**src/design/ejsj_pkg.sv**
```systemverilog
// Shared types for the EUC-JP to Shift-JIS converter.
package ejsj_pkg;

    // Results of one accepted input byte. The third result, when present, is
    // always the zero terminator, so only two bytes are stored.
    typedef struct packed {
        logic [7:0] b0;
        logic [7:0] b1;
        logic [1:0] cnt;
        logic       term;
    } ejsj_pkt_t;

    localparam logic [1:0] IDX_FIRST  = 2'd0;
    localparam logic [1:0] IDX_SECOND = 2'd1;

endpackage

```
**src/design/ejsj_front.sv**
```systemverilog
// Front end: accepts EUC-JP bytes, tracks lead and skip state, builds result packets.
module ejsj_front (
    input  logic                  clk,
    input  logic                  rst_n,
    input  logic                  s_tvalid,
    output logic                  s_tready,
    input  logic [7:0]            s_tdata,
    input  logic                  s_tlast,
    input  logic                  q_full,
    output logic                  push,
    output ejsj_pkg::ejsj_pkt_t   pkt
);
    import ejsj_pkg::*;

    localparam logic [7:0] BIT7       = 8'h80;
    localparam logic [7:0] KANA_LEAD  = 8'h8E;
    localparam logic [7:0] TRAIL_EDGE = 8'h5F;
    localparam logic [7:0] TRAIL_LO   = 8'h1F;
    localparam logic [7:0] TRAIL_HI   = 8'h20;
    localparam logic [7:0] TRAIL_EVEN = 8'h7E;
    localparam logic [8:0] LEAD_BIAS  = 9'h0E1;
    localparam logic [7:0] GAP_LO     = 8'hA0;
    localparam logic [7:0] GAP_HI     = 8'hDF;
    localparam logic [7:0] GAP_SHIFT  = 8'h40;

    logic [7:0] held_lead_reg, held_lead_next;
    logic       lead_pending_reg, lead_pending_next;
    logic       skipping_reg, skipping_next;

    logic       accept;
    logic [7:0] kj_lead, kj_trail;
    logic [7:0] l7, t7;
    logic [8:0] lead_sum;
    logic [7:0] lead_half;
    logic [7:0] mb0, mb1;
    logic [1:0] main_cnt;
    logic       ended;
    logic       fin;

    assign s_tready = !q_full;
    assign accept   = s_tvalid && s_tready;

    // JIS to Shift-JIS arithmetic on the held lead and the incoming trail byte.
    always_comb
    begin
        l7 = held_lead_reg & ~BIT7;
        t7 = s_tdata & ~BIT7;
        if (l7[0])
        begin
            kj_trail = (t7 <= TRAIL_EDGE) ? t7 + TRAIL_LO : t7 + TRAIL_HI;
        end
        else
        begin
            kj_trail = t7 + TRAIL_EVEN;
        end
        lead_sum  = {1'b0, l7} + LEAD_BIAS;
        lead_half = lead_sum[8:1];
        if (lead_half >= GAP_LO && lead_half <= GAP_HI)
        begin
            kj_lead = lead_half + GAP_SHIFT;
        end
        else
        begin
            kj_lead = lead_half;
        end
    end

    always_comb
    begin
        held_lead_next    = held_lead_reg;
        lead_pending_next = lead_pending_reg;
        skipping_next     = skipping_reg;
        mb0      = 8'h00;
        mb1      = 8'h00;
        main_cnt = 2'd0;
        ended    = 1'b0;
        fin      = 1'b0;
        if (skipping_reg)
        begin
            skipping_next = !s_tlast;
        end
        else
        begin
            if (lead_pending_reg)
            begin
                lead_pending_next = 1'b0;
                held_lead_next    = 8'h00;
                if (s_tdata == 8'h00)
                begin
                    mb0      = held_lead_reg;
                    main_cnt = 2'd1;
                    ended    = 1'b1;
                end
                else if (held_lead_reg == KANA_LEAD)
                begin
                    mb0      = s_tdata;
                    main_cnt = 2'd1;
                end
                else
                begin
                    mb0      = kj_lead;
                    mb1      = kj_trail;
                    main_cnt = 2'd2;
                end
            end
            else if (s_tdata == 8'h00)
            begin
                ended = 1'b1;
            end
            else if (s_tdata[7])
            begin
                if (s_tlast)
                begin
                    mb0      = s_tdata;
                    main_cnt = 2'd1;
                end
                else
                begin
                    held_lead_next    = s_tdata;
                    lead_pending_next = 1'b1;
                end
            end
            else
            begin
                mb0      = s_tdata;
                main_cnt = 2'd1;
            end
            fin = ended || s_tlast;
            if (ended && !s_tlast)
            begin
                skipping_next = 1'b1;
            end
        end
    end

    // Unused byte slots stay zero, so the terminator needs no slot of its own.
    always_comb
    begin
        pkt.b0   = mb0;
        pkt.b1   = mb1;
        pkt.term = fin;
        pkt.cnt  = main_cnt + {1'b0, fin};
        push     = accept && (pkt.cnt != 2'd0);
    end

    always_ff @(posedge clk or negedge rst_n)
    begin
        if (!rst_n)
        begin
            held_lead_reg    <= 8'h00;
            lead_pending_reg <= 1'b0;
            skipping_reg     <= 1'b0;
        end
        else if (accept)
        begin
            held_lead_reg    <= held_lead_next;
            lead_pending_reg <= lead_pending_next;
            skipping_reg     <= skipping_next;
        end
    end

endmodule

```
**src/design/ejsj_queue.sv**
```systemverilog
// Packet queue between the front end and the output serializer.
module ejsj_queue #(
    parameter int DEPTH = 4
) (
    input  logic                  clk,
    input  logic                  rst_n,
    input  logic                  push,
    input  ejsj_pkg::ejsj_pkt_t   push_pkt,
    output logic                  full,
    input  logic                  pop,
    output ejsj_pkg::ejsj_pkt_t   head_pkt,
    output logic                  empty
);
    import ejsj_pkg::*;

    localparam int PTR_W = (DEPTH > 1) ? $clog2(DEPTH) : 1;
    localparam int CNT_W = $clog2(DEPTH + 1);

    ejsj_pkt_t        slots_reg [DEPTH];
    logic [PTR_W-1:0] wr_ptr_reg, wr_ptr_next;
    logic [PTR_W-1:0] rd_ptr_reg, rd_ptr_next;
    logic [CNT_W-1:0] count_reg, count_next;

    assign full     = (count_reg == CNT_W'(DEPTH));
    assign empty    = (count_reg == '0);
    assign head_pkt = slots_reg[rd_ptr_reg];

    always_comb
    begin
        wr_ptr_next = wr_ptr_reg;
        rd_ptr_next = rd_ptr_reg;
        count_next  = count_reg;
        if (push)
        begin
            wr_ptr_next = (wr_ptr_reg == PTR_W'(DEPTH - 1)) ? '0 : wr_ptr_reg + PTR_W'(1);
        end
        if (pop)
        begin
            rd_ptr_next = (rd_ptr_reg == PTR_W'(DEPTH - 1)) ? '0 : rd_ptr_reg + PTR_W'(1);
        end
        if (push && !pop)
        begin
            count_next = count_reg + CNT_W'(1);
        end
        else if (pop && !push)
        begin
            count_next = count_reg - CNT_W'(1);
        end
    end

    always_ff @(posedge clk or negedge rst_n)
    begin
        if (!rst_n)
        begin
            wr_ptr_reg <= '0;
            rd_ptr_reg <= '0;
            count_reg  <= '0;
        end
        else
        begin
            wr_ptr_reg <= wr_ptr_next;
            rd_ptr_reg <= rd_ptr_next;
            count_reg  <= count_next;
        end
    end

    always_ff @(posedge clk)
    begin
        if (push)
        begin
            slots_reg[wr_ptr_reg] <= push_pkt;
        end
    end

endmodule

```
**src/design/ejsj_back.sv**
```systemverilog
// Back end: walks the head packet one byte per cycle into the output register while the output is not stalled.
module ejsj_back (
    input  logic                  clk,
    input  logic                  rst_n,
    input  ejsj_pkg::ejsj_pkt_t   head_pkt,
    input  logic                  empty,
    output logic                  pop,
    output logic                  m_tvalid,
    input  logic                  m_tready,
    output logic [7:0]            m_tdata,
    output logic                  m_tlast,
    output logic                  m_tuser
);
    import ejsj_pkg::*;

    logic [1:0] idx_reg, idx_next;
    logic       m_tvalid_reg, m_tvalid_next;
    logic [7:0] m_tdata_reg;
    logic       m_tlast_reg;
    logic       m_tuser_reg;

    logic       load;
    logic       final_byte;
    logic [7:0] sel_byte;

    assign load       = !empty && (!m_tvalid_reg || m_tready);
    assign final_byte = ((idx_reg + 2'd1) == head_pkt.cnt);
    assign pop        = load && final_byte;

    always_comb
    begin
        case (idx_reg)
            IDX_FIRST:  sel_byte = head_pkt.b0;
            IDX_SECOND: sel_byte = head_pkt.b1;
            default:    sel_byte = 8'h00;
        endcase
    end

    always_comb
    begin
        idx_next      = idx_reg;
        m_tvalid_next = m_tvalid_reg;
        if (load)
        begin
            idx_next      = final_byte ? IDX_FIRST : idx_reg + 2'd1;
            m_tvalid_next = 1'b1;
        end
        else if (m_tready)
        begin
            m_tvalid_next = 1'b0;
        end
    end

    always_ff @(posedge clk or negedge rst_n)
    begin
        if (!rst_n)
        begin
            idx_reg      <= IDX_FIRST;
            m_tvalid_reg <= 1'b0;
        end
        else
        begin
            idx_reg      <= idx_next;
            m_tvalid_reg <= m_tvalid_next;
        end
    end

    always_ff @(posedge clk)
    begin
        if (load)
        begin
            m_tdata_reg <= sel_byte;
            m_tlast_reg <= final_byte;
            m_tuser_reg <= final_byte && head_pkt.term;
        end
    end

    assign m_tvalid = m_tvalid_reg;
    assign m_tdata  = m_tdata_reg;
    assign m_tlast  = m_tlast_reg;
    assign m_tuser  = m_tuser_reg;

endmodule

```
**src/design/euc_jp_to_shift_jis_stream.sv**
```systemverilog
// Top level of the EUC-JP to Shift-JIS byte stream converter.
//
//   Channel  Direction  Payload
//   s_*      in         tdata = in_byte, tlast = end_of_text
//   m_*      out        tdata = out_byte, tlast = run_last, tuser = text_done
//
// One input byte is taken per cycle while the packet queue has room; it gives
// zero to three output bytes, and the serializer sends one byte per cycle while
// the output is ready, so the sustained rate is one byte per cycle either side,
// limited by the output port. An input byte passes through a queue slot and the
// output register before its first output byte appears. Reset clears lead, skip
// and queue state; output stalls back up into the queue and only then hold the input.
module euc_jp_to_shift_jis_stream #(
    parameter int QUEUE_DEPTH = 4
) (
    input  logic       clk,
    input  logic       rst_n,
    input  logic       s_tvalid,
    output logic       s_tready,
    input  logic [7:0] s_tdata,   // [7:0] in_byte
    input  logic       s_tlast,
    output logic       m_tvalid,
    input  logic       m_tready,
    output logic [7:0] m_tdata,   // [7:0] out_byte
    output logic       m_tlast,
    output logic       m_tuser    // [0] text_done
);
    import ejsj_pkg::*;

    ejsj_pkt_t push_pkt;
    ejsj_pkt_t head_pkt;
    logic      push;
    logic      pop;
    logic      q_full;
    logic      q_empty;

    ejsj_front u_front (
        .clk      (clk),
        .rst_n    (rst_n),
        .s_tvalid (s_tvalid),
        .s_tready (s_tready),
        .s_tdata  (s_tdata),
        .s_tlast  (s_tlast),
        .q_full   (q_full),
        .push     (push),
        .pkt      (push_pkt)
    );

    ejsj_queue #(
        .DEPTH (QUEUE_DEPTH)
    ) u_queue (
        .clk      (clk),
        .rst_n    (rst_n),
        .push     (push),
        .push_pkt (push_pkt),
        .full     (q_full),
        .pop      (pop),
        .head_pkt (head_pkt),
        .empty    (q_empty)
    );

    ejsj_back u_back (
        .clk      (clk),
        .rst_n    (rst_n),
        .head_pkt (head_pkt),
        .empty    (q_empty),
        .pop      (pop),
        .m_tvalid (m_tvalid),
        .m_tready (m_tready),
        .m_tdata  (m_tdata),
        .m_tlast  (m_tlast),
        .m_tuser  (m_tuser)
    );

endmodule

```
**config.mk**
```make
export PLATFORM = sky130hd
export DESIGN_NAME = euc_jp_to_shift_jis_stream
export DESIGN_NICKNAME = d
export VERILOG_FILES = /design/src/design/ejsj_pkg.sv /design/src/design/ejsj_front.sv /design/src/design/ejsj_queue.sv /design/src/design/ejsj_back.sv /design/src/design/euc_jp_to_shift_jis_stream.sv
export SDC_FILE = /design/constraint.sdc
export NUM_CORES = 1
export LEC_CHECK = 0
export BUFFER_PORTS_ARGS = -buffer_cell sky130_fd_sc_hd__buf_2
export CAP_MARGIN = 5
export CELL_PAD_IN_SITES_DETAIL_PLACEMENT = 0
export CELL_PAD_IN_SITES_GLOBAL_PLACEMENT = 1
export CORE_AREA = 2 2 110 112
export DETAILED_ROUTE_END_ITERATION = 10
export DIE_AREA = 0 0 112 114
export PLACE_DENSITY_LB_ADDON = 0.1
export SLEW_MARGIN = 20
export SYNTH_ARGS = -nofsm -noshare
export SYNTH_HDL_FRONTEND = slang
export SYNTH_SLANG_ARGS = --single-unit
```
**constraint.sdc**
```tcl
create_clock -name clk -period 3.65 [get_ports clk]
set_clock_uncertainty 0.05 [all_clocks]
set_input_delay 0.5475 -clock clk [delete_from_list [all_inputs] [get_ports clk]]
set_output_delay 0.5475 -clock clk [all_outputs]
set_load 0.05 [all_outputs]
```
* Yosys cells after proc, flatten, opt, wreduce, memory -nomap -nowiden *
Memory sizes are Yosys's and may differ from the RTL's.
Index checks and enable logic that the tools add are counted.
Widths: inputs -> output; s select.

cells by class
  $add $sub $neg = 11
  magnitude comparators = 3
  eq/ne operators = 8
  mux-type cells = 44
  bitwise logic cells = 1
  reduce and logical (&&, ||, !) cells = 26

operators with widths
  kind                 number
  $mux 8               18
  $mux 2               8
  $pmux 8 s2           1
  $mux 1               15
  $add 7x8->9 const B  1
  $logic_and 1x1->1    9
  $add 7x5->8 const B  1
  $add 7x6->8 const B  1
  $add 7x7->8 const B  1
  $add 8x7->8 const B  1
  $eq 8x8->1 const B   1
  $ge 8x8->1 const B   1
  $le 8x8->1 const B   1
  $logic_not 8->1      1
  $reduce_bool 2->1    4
  $le 7x7->1 const B   1
  $add 2x1->2 const B  3
  $logic_not 1->1      6
  $mux 3               2
  $reduce_and 5->1     1
  $eq 2x2->1 const B   2
  $ne 2x1->1 const B   2
  $add 3x1->3 const B  1
  $eq 3x3->1 const B   1
  other kinds (9)      10

word-level totals
  register bits after elaboration = 30
  bits in writable memories = 76
  output and inout port bits = 12
  logic and storage cells = 105
  memories kept = 1

memories
  name               depth  width  read ports  clocked after Yosys merged registers in  wr ports  RTL line          RTL
  u_queue.slots_reg  4      19     1           0                                        1         ejsj_queue.sv:19  ejsj_pkt_t slots_reg [DEPTH];

* Depth between registers and ports, before layout *
Gate-level depths: netlist of the first run.

  word-level depth = 12
  depth in mapped cells = 17
  depth with buffers taken out = 15

* Hierarchy *
From an unflattened synthesis of the first run, not the netlist that was laid out.

second synthesis, totals
  cells, all modules = 356
  area total of the unflattened synthesis = 5172.5 µm²

by module, submodules not included
  module      times used  cells each  area an instance (µm²)  sequential area each (µm²)
  ejsj_queue  1           136         3159.3                  2457.4
  ejsj_front  1           180         1426.4                  250.2
  ejsj_back   1           40          586.8                   375.4

* Worst setup path after synthesis of the first run *
No wires, ideal clock.

  kind = input to register
  from = input s_tdata[1]
  to = register u_queue.count_reg[2]
  library setup time = 79 ps
  arrival time = 3885 ps
  setup slack = -365 ps
  stages = 16
  buffers on the path = 1
  cell sequence = inv_1 -> ha_1 -> or4b_4 -> or4_4 -> buf_6 -> nand2_1 -> a21oi_1 -> ha_1 -> nor4_2 -> o311a_4 -> ha_1 -> inv_1 -> fa_1 -> xor2_1 -> nor2_1 -> xor2_1

between the ends
  cells in the longest elaborated chain, start to end = 11

ends and longest elaborated chain
  element                             RTL line                             RTL
  start: declaration                  euc_jp_to_shift_jis_stream.sv:20     input logic [7:0] s_tdata,
  $logic_not 8->1 (*)                 ejsj_front.sv:88, ejsj_front.sv:106
  $mux 1                              ejsj_front.sv:88, ejsj_front.sv:106
  $mux 1                              ejsj_front.sv:78                     if (skipping_reg)
  $logic_or 1x1->1                    ejsj_front.sv:128                    fin = ended || s_tlast;
  $mux 1                              ejsj_front.sv:78
  $add 2x1->2 (*)                     ejsj_front.sv:142                    pkt.cnt = main_cnt + {1'b0, fin};
  $reduce_bool 2->1 (*)               ejsj_front.sv:143                    push = accept && (pkt.cnt != 2'd0);
  $logic_and 1x1->1 (*)               ejsj_front.sv:143
  net push                            euc_jp_to_shift_jis_stream.sv:32     logic push;
  $logic_not 1->1                     ejsj_queue.sv:45                     else if (pop && !push)
  $logic_and 1x1->1                   ejsj_queue.sv:45
  $reduce_bool 2->1 (no source line)  -
  end signal: assignment              ejsj_queue.sv:63                     count_reg <= count_next;
  end: declaration                    ejsj_queue.sv:22                     logic [CNT_W-1:0] count_reg, count_next;

The timed path passes the listed nets; every way through them passes the cells marked *. The select of a mux whose other input is x is not followed.
A chain may end at the register's enable or synchronous reset.

* Worst setup path after layout of the first run *
Ends and elaborated chain as after synthesis.

==> results of run 1 <==
how the worst max path moves through the flow:
stage | to | startpoint
global route | u_queue.count_reg[2]$_DFFE_PN0P_ | s_tdata[1]
detailed placement | u_queue.count_reg[2]$_DFFE_PN0P_ | s_tdata[1]
CTS | u_queue.count_reg[2]$_DFFE_PN0P_ | s_tdata[1]
finish | u_queue.count_reg[2]$_DFFE_PN0P_ | s_tdata[1]
global placement | u_queue.count_reg[2]$_DFFE_PN0P_ | s_tdata[1]
floorplan | u_queue.count_reg[2]$_DFFE_PN0P_ | s_tdata[1]
kinds of logic after synthesis:
logic type                 Yosys count  synth area share, %
xor gates and xnor gates            12                 2.02
adders and majority gates           23                 5.67
and+or+nand+nor                     87                 9.03
buffers and inverters               35                 3.15
muxes                               32                 11.0
AOI/OAI and AO/OA                   72                 9.99
DFF                                106                 59.2
power groups by stage:
stage                     clock (W)  sequential (W)  combinational (W)
after detailed placement          0         0.00193            0.00192
after CTS                   0.00106         0.00191            0.00193
after floorplan                   0         0.00207            0.00123
final                       0.00103         0.00190            0.00190
after global routing        0.00110         0.00194            0.00208
after global placement            0         0.00192            0.00189
worst max-delay path: stages:
cell and delay, ps:
buf_2 120, clkinvlp_4 90, ha_4 130, or4b_4 480, or4_4 580, nand2_4 100
a21oi_4 60, ha_4 200, nor4_4 270, o311a_4 240, ha_4 130, inv_2 30
fa_2 320, xor2_1 160, nor2_1 120, xor2_1 140
cell type report:
cell class	instances	area [um2]	share of cell area, %
multi-input combinational	226	2050	33.5
inverter	15	60.1	0.984
clock inverter	6	88.8	1.46
clock buffer	10	229	3.75
tap	147	184	3.01
sequential	106	3080	50.5
timing repair buffer	56	410	6.73
stage by stage:
| stage | TNS, ps | std cells | hold slack [ps] |
|---|---|---|---|
| 6_report | 0 | 566 | 111 |
| 5_1_grt | 0 | 566 | 141 |
| 4_1_cts | 0 | 566 | 131 |
| 3_5_place_dp | -997 | 550 | 428 |
| 3_3_place_gp | -298 | 550 | 416 |
| 2_1_floorplan | -337 | 367 | 202 |
Yosys cell counts, types with 3 or more instances:
master    count  area share [%]
edfxtp_1     86              50
nand2_1      27             1.9
ha_1         22             5.3
dfrtp_1      20             9.6
mux4_2       19             8.2
a21oi_1      16             1.5
nor2_1       16             1.2
a22o_1       15             2.5
inv_1        15             1.1
o21ai_0      12             1.2
buf_2         8            0.77
mux2i_1       8             1.5
xnor2_1       8             1.3
and2_1        7            0.84
clkbuf_1      6            0.43
nand2b_1      6            0.72
nor3_1        6            0.58
nand3_1       4            0.38
xor2_1        4            0.67
a31oi_1       3            0.36
buf_1         3            0.22
buf_6         3            0.65
mux2_2        3            0.65
nand4_1       3            0.36
o32ai_1       3            0.50
or3_1         3            0.36
cell usage in the layout, fill, tap and decap left out, types with 6 or more instances in the layout:
master | Yosys | final
xnor2_1 | 8 | 8
nand2_1 | 27 | 26
inv_1 | 15 | 12
a21oi_1 | 16 | 14
ha_1 | 22 | 19
edfxtp_1 | 86 | 86
mux2i_1 | 8 | 8
dfrtp_1 | 20 | 20
o21ai_0 | 12 | 12
buf_4 | 0 | 28
clkbuf_16 | 0 | 9
nor3_1 | 6 | 6
nand2b_1 | 6 | 6
mux4_2 | 19 | 19
buf_2 | 8 | 24
a22o_1 | 15 | 15
nor2_1 | 16 | 16
routing by layer:
layer / GRT usage (%) / part of all wire [%] / routed length [um]
met1: 23.7 / 46 / 5050
met2: 31.4 / 50 / 5540
met3: 4.09 / 2.9 / 319
met4: 5.04 / 1.1 / 124
met5: 0 / 0 / 0
==> impl_metrics.yaml, run 1 <==
outcome:
  status: "finished, final reports clean"
timing:
  grt_setup_unrepaired: "false"
  min_period_over_period_pct: 96.2
  final.setup.worst_slack_ps: 140
  finalSetupViolations: 0
  finalCriticalPeriod_ps: 3510
  final_hold_viol_count: 0
  slew_violations: 0
  worstMarginPinSlew_ps: 789
  max_slew_margin_pct: 47.2
  fmax_mhz: 285
logic_synthesis:
  synth-edff-count: 86
  syn_inst: 367
  syn_nets: 403
  synth_warnings: 0
  synthArstFlopShare_pct: 18.9
  syn_avg_cell_area_um2: 14.2
  synth-seq-cells: 106
  synth.distinct_cells: 57
  yosysSeqAreaShare_pct: 59.2
  synth_top_flop_cell: "edfxtp_1"
  synth_area_um2: 5210
die:
  fp.dieW_um: 112
  die-area_um2: 12800
  num_rows: 40
  die_h_um: 114
  core-area_um2: 11700
  ios: 25
  start_util_pct: 44.5
critical_path:
  required_ps: 3860
  r2r-end: "u_queue.count_reg[2]$_DFFE_PN0P_"
  critPathLaunchType: "input pin"
  critPathCaptureType: "flop"
  r2r_slack_ps: 390
  crit_arrival_ps: 3730
  cp_max_fo: 3
  regToRegStartpoint: "u_front.held_lead_reg[0]$_DFFE_PN0P_"
  criticalPathCategory: "input pin to flop"
  reg2reg_depth: 15
power_and_ir_drop:
  p_clk_share_pct: 21.3
  p_int_w: 0.00315
  comb_power_share_pct: 39.3
  power.switching_w: 0.00168
  power_density_nw_per_um2: 792
  sequentialPowerShare_pct: 39.4
  vdd_ir_drop_max_mv: 0.436
  power_w: 0.00483
  swShare_pct: 34.9
  power.leakage_nw: 2.30
route:
  drtAntennaViolNets: 0
  wl_mm: 11.0
  remaining_drc_errors: 0
  drt_first_pass_iters: 4
  drt_iter0_drc: 231
  routedWlPerCell_um: 19.5
  viasPerCell: 5.62
  vias: 3180
clock_tree:
  clk_pin_slew_ps: 70
  cts_buffers: 9
  postCtsResizedCells: 0
  clockBufferDepth: 2
  postCtsHoldBufs: 0
  cts_setup_buffers: 0
  root_buffer: "clkbuf_16"
  clock_latency_ps: 340
  clock-sinks: 106
  cts_tree: "built"
  h-tree-depth: 3
layout:
  drive_gt1_share_pct: 27.2
  stdcell_area_um2: 6100
  largest_reg_flops: 76
  post-route-util_pct: 52.1
  area_growth_pct: 17.1
  nFillCells: 1007
  final_nets: 450
  insertedDiodeCount: 0
global_routing:
  grt_max_degree: 21
  grt_pass1_wl_mm: 17.5
  grt_pass1_vias: 3208
  track_usage_pct: 18.3
  antenna_found_initial: 0
  grt_remaining_overflow: 0
hold_path:
  hold_path_class: "input pin to async pin"
placement:
  dpl.hpwl_mm: 7.92
  place.gp.congestion: 0.797
  numPortBuffers: 24
  dp_slack_ps: -204
  dpl-instance-area_um2: 5780
job:
  cap_violations: 0
No activity file was read; power rests on OpenSTA's default activity.
==> inputs of run 2 (changes only) <==
Settings changed: CORE_AREA 2 2 110 112 to 4 4 106 118, DIE_AREA 0 0 112 114 to 0 0 110 122, SYNTH_HIERARCHICAL set to 1.
==> run 2 against run 1 <==
  * Fmax rose by 10%
  * Total power fell by 4.0%
  * First-iteration DRC count is 29% lower
  * Critical path type is now flop to flop
==> impl_metrics.yaml, run 2 <==
die:
  ios: 25
  core-area_um2: 11300
  start_util_pct: 45.6
  fp.dieW_um: 110
  die_h_um: 122
  die-area_um2: 13400
  num_rows: 41
timing:
  finalSetupViolations: 0
  grt_setup_unrepaired: "false"
  finalCriticalPeriod_ps: 3190
  final_hold_viol_count: 0
  final.setup.worst_slack_ps: 464
  slew_violations: 0
  min_period_over_period_pct: 87.3
  worstMarginPinSlew_ps: 1040
  max_slew_margin_pct: 30.7
  fmax_mhz: 314
  fin_tns_setup_ps: 0
logic_synthesis:
  yosys.area_share.simple_pct: 9.02
  synth_top_area_share_pct: 49.9
  yosysMostFrequentCell: "edfxtp_1"
  synth_compound_area_share_pct: 9.65
  syn_nets: 392
  yosys-top-cells-count: "edfxtp_1, ha_1, dfrtp_1"
  synth_area_um2: 5170
  synthArstFlopShare_pct: 18.9
  synth-xor-area-share_pct: 2.71
  yosysSeqAreaShare_pct: 59.6
  yosys.area.top_type: "edfxtp_1"
  syn_inst: 356
  yosys-top-cells-area: "edfxtp_1, dfrtp_1, mux4_2"
  synth.distinct_cells: 58
  synth_warnings: 6
  synth-edff-count: 86
  synth_mux_area_share_pct: 9.80
  syn_avg_cell_area_um2: 14.5
  synth-seq-cells: 106
  synth_top_flop_cell: "edfxtp_1"
  yosys.area_share.adder_pct: 5.71
  synth_top_family_by_area: "multiplexers"
critical_path:
  cp_max_fo: 8
  criticalPathCategory: "flop to flop"
  max_stage_delay_ps: 550
  cp_top_family: "compound AO/OA/AOI/OAI gates"
  worstPathCellList: "ha_1, a41oi_1, nand2b_1, ha_1, nand2_1, a21oi_1, nor3_1, or3_1, a211oi_1"
  cp.buffers_inverters: 0
  crit_slowest_cell: "a41oi_1"
  critPathLaunchType: "flop"
  crit_arrival_ps: 3220
  crit_path_frequent_cell: "ha_1"
  critPathCaptureType: "flop"
  required_ps: 3680
power_and_ir_drop:
  power.switching_w: 0.00162
  p_int_w: 0.00302
  vdd_ir_drop_max_mv: 0.328
  swShare_pct: 34.9
  sequentialPowerShare_pct: 40.8
  comb_power_share_pct: 38.9
  p_clk_share_pct: 20.3
  power.leakage_nw: 2.22
  power_density_nw_per_um2: 794
clock_tree:
  postCtsResizedCells: 0
  clock_latency_ps: 340
  h-tree-depth: 3
  clock-sinks: 106
  cts_buffers: 9
  cts_setup_buffers: 0
  clockBufferDepth: 2
  cts_tree: "built"
  clk_pin_slew_ps: 70
  postCtsHoldBufs: 0
  root_buffer: "clkbuf_16"
global_routing:
  track_usage_pct: 16.1
  grt_remaining_overflow: 0
  antenna_found_initial: 0
  grt_max_degree: 21
  grt_pass1_vias: 2986
  grt_pass1_wl_mm: 16.0
route:
  drt_first_pass_iters: 4
  viasPerCell: 5.52
  remaining_drc_errors: 0
  vias: 3021
  wl_mm: 9.97
  drt_iter0_drc: 163
  routedWlPerCell_um: 18.2
  drtAntennaViolNets: 0
job:
  cap_violations: 0
placement:
  place.gp.congestion: 0.812
  numPortBuffers: 24
  dp_slack_ps: 174
  dpl.hpwl_mm: 7.04
  dpl-instance-area_um2: 5550
layout:
  area_growth_pct: 13.0
  nFillCells: 969
  layout_common_cells: "edfxtp_1, buf_2, ha_1"
  drive_gt1_share_pct: 22.9
  largest_reg_flops: 76
  final_common_cell: "edfxtp_1"
  final-seq-area_um2: 3080
  insertedDiodeCount: 0
  multi_input_area_um2: 1910
  final_nets: 428
  post-route-util_pct: 51.5
  stdcell_area_um2: 5840
hold_path:
  hold_path_class: "input pin to async pin"
outcome:
  status: "finished, final reports clean"
## run 2: cell count changes after synthesis, moves of 3 or more
cell / delta
mux2i_1: -5
inv_1: +3
nand2b_1: +3
buf_1: -3
o32ai_1: -3
nand2_1: -18
and2_1: -3
o21ai_0: +5
## run 2: path summary, 6_finish.rpt
check / cells after the start / to / slack [ps] / start
setup / recovery: 9 / u_queue/slots_reg[0][18]$_DFFE_PP_ / 460 / u_front/held_lead_reg[0]$_DFFE_PN0P_
hold / removal: 1 / u_back/idx_reg[1]$_DFFE_PN0P_ / 110 / rst_n
setup reg to reg: 9 / u_queue/slots_reg[0][18]$_DFFE_PP_ / 460 / u_front/held_lead_reg[0]$_DFFE_PN0P_
hold reg to reg: 1 / u_queue/count_reg[2]$_DFFE_PN0P_ / 460 / u_queue/count_reg[2]$_DFFE_PN0P_
max in group asynchronous: 1 / u_front/held_lead_reg[4]$_DFFE_PN0P_ / 3100 / rst_n
min in group clk: 1 / u_queue/count_reg[2]$_DFFE_PN0P_ / 460 / u_queue/count_reg[2]$_DFFE_PN0P_
## run 2: layer usage
metal	GRT usage, %	vias up	wire length (um)
met5	0	-	0
li1	-	1437	-
met2	26.1	60	4960
met4	5.69	0	168
met3	2.76	12	400
met1	21.9	1512	4440
## run 2: cell families after synthesis
kind of cell	after synthesis
flip-flops	106
AND/OR/NAND/NOR	78
AO/OA/AOI/OAI	72
buffers and inverters	35
multiplexers	26
adder cells (fa/ha/maj)	23
XOR/XNOR	16
## run 2: metrics by stage
step | total power (W) | hold WS, ps | cells
floorplan | 0.00328 | 202 | 356
global route | 0.00494 | 132 | 547
finish | 0.00464 | 107 | 547
global placement | 0.00372 | 428 | 531
CTS | 0.00471 | 116 | 547
detailed placement | 0.00376 | 439 | 531
## run 2: power by group through the flow
stage / clock, W / sequential, W / combinational (W)
5_1_grt: 0.00102 / 0.00193 / 0.00199
6_report: 0.000942 / 0.00189 / 0.00181
3_5_place_dp: 0 / 0.00192 / 0.00184
4_1_cts: 0.000971 / 0.00189 / 0.00184
3_3_place_gp: 0 / 0.00191 / 0.00181
2_1_floorplan: 0 / 0.00207 / 0.00121
## run 2: cell type report
cell class                 count  area share, %
multi-input combinational    215           32.7
clock inverter                 7           1.13
sequential                   106           52.8
tap                          150           3.21
inverter                      18           1.16
timing repair buffer          42           5.22
clock buffer                   9           3.85
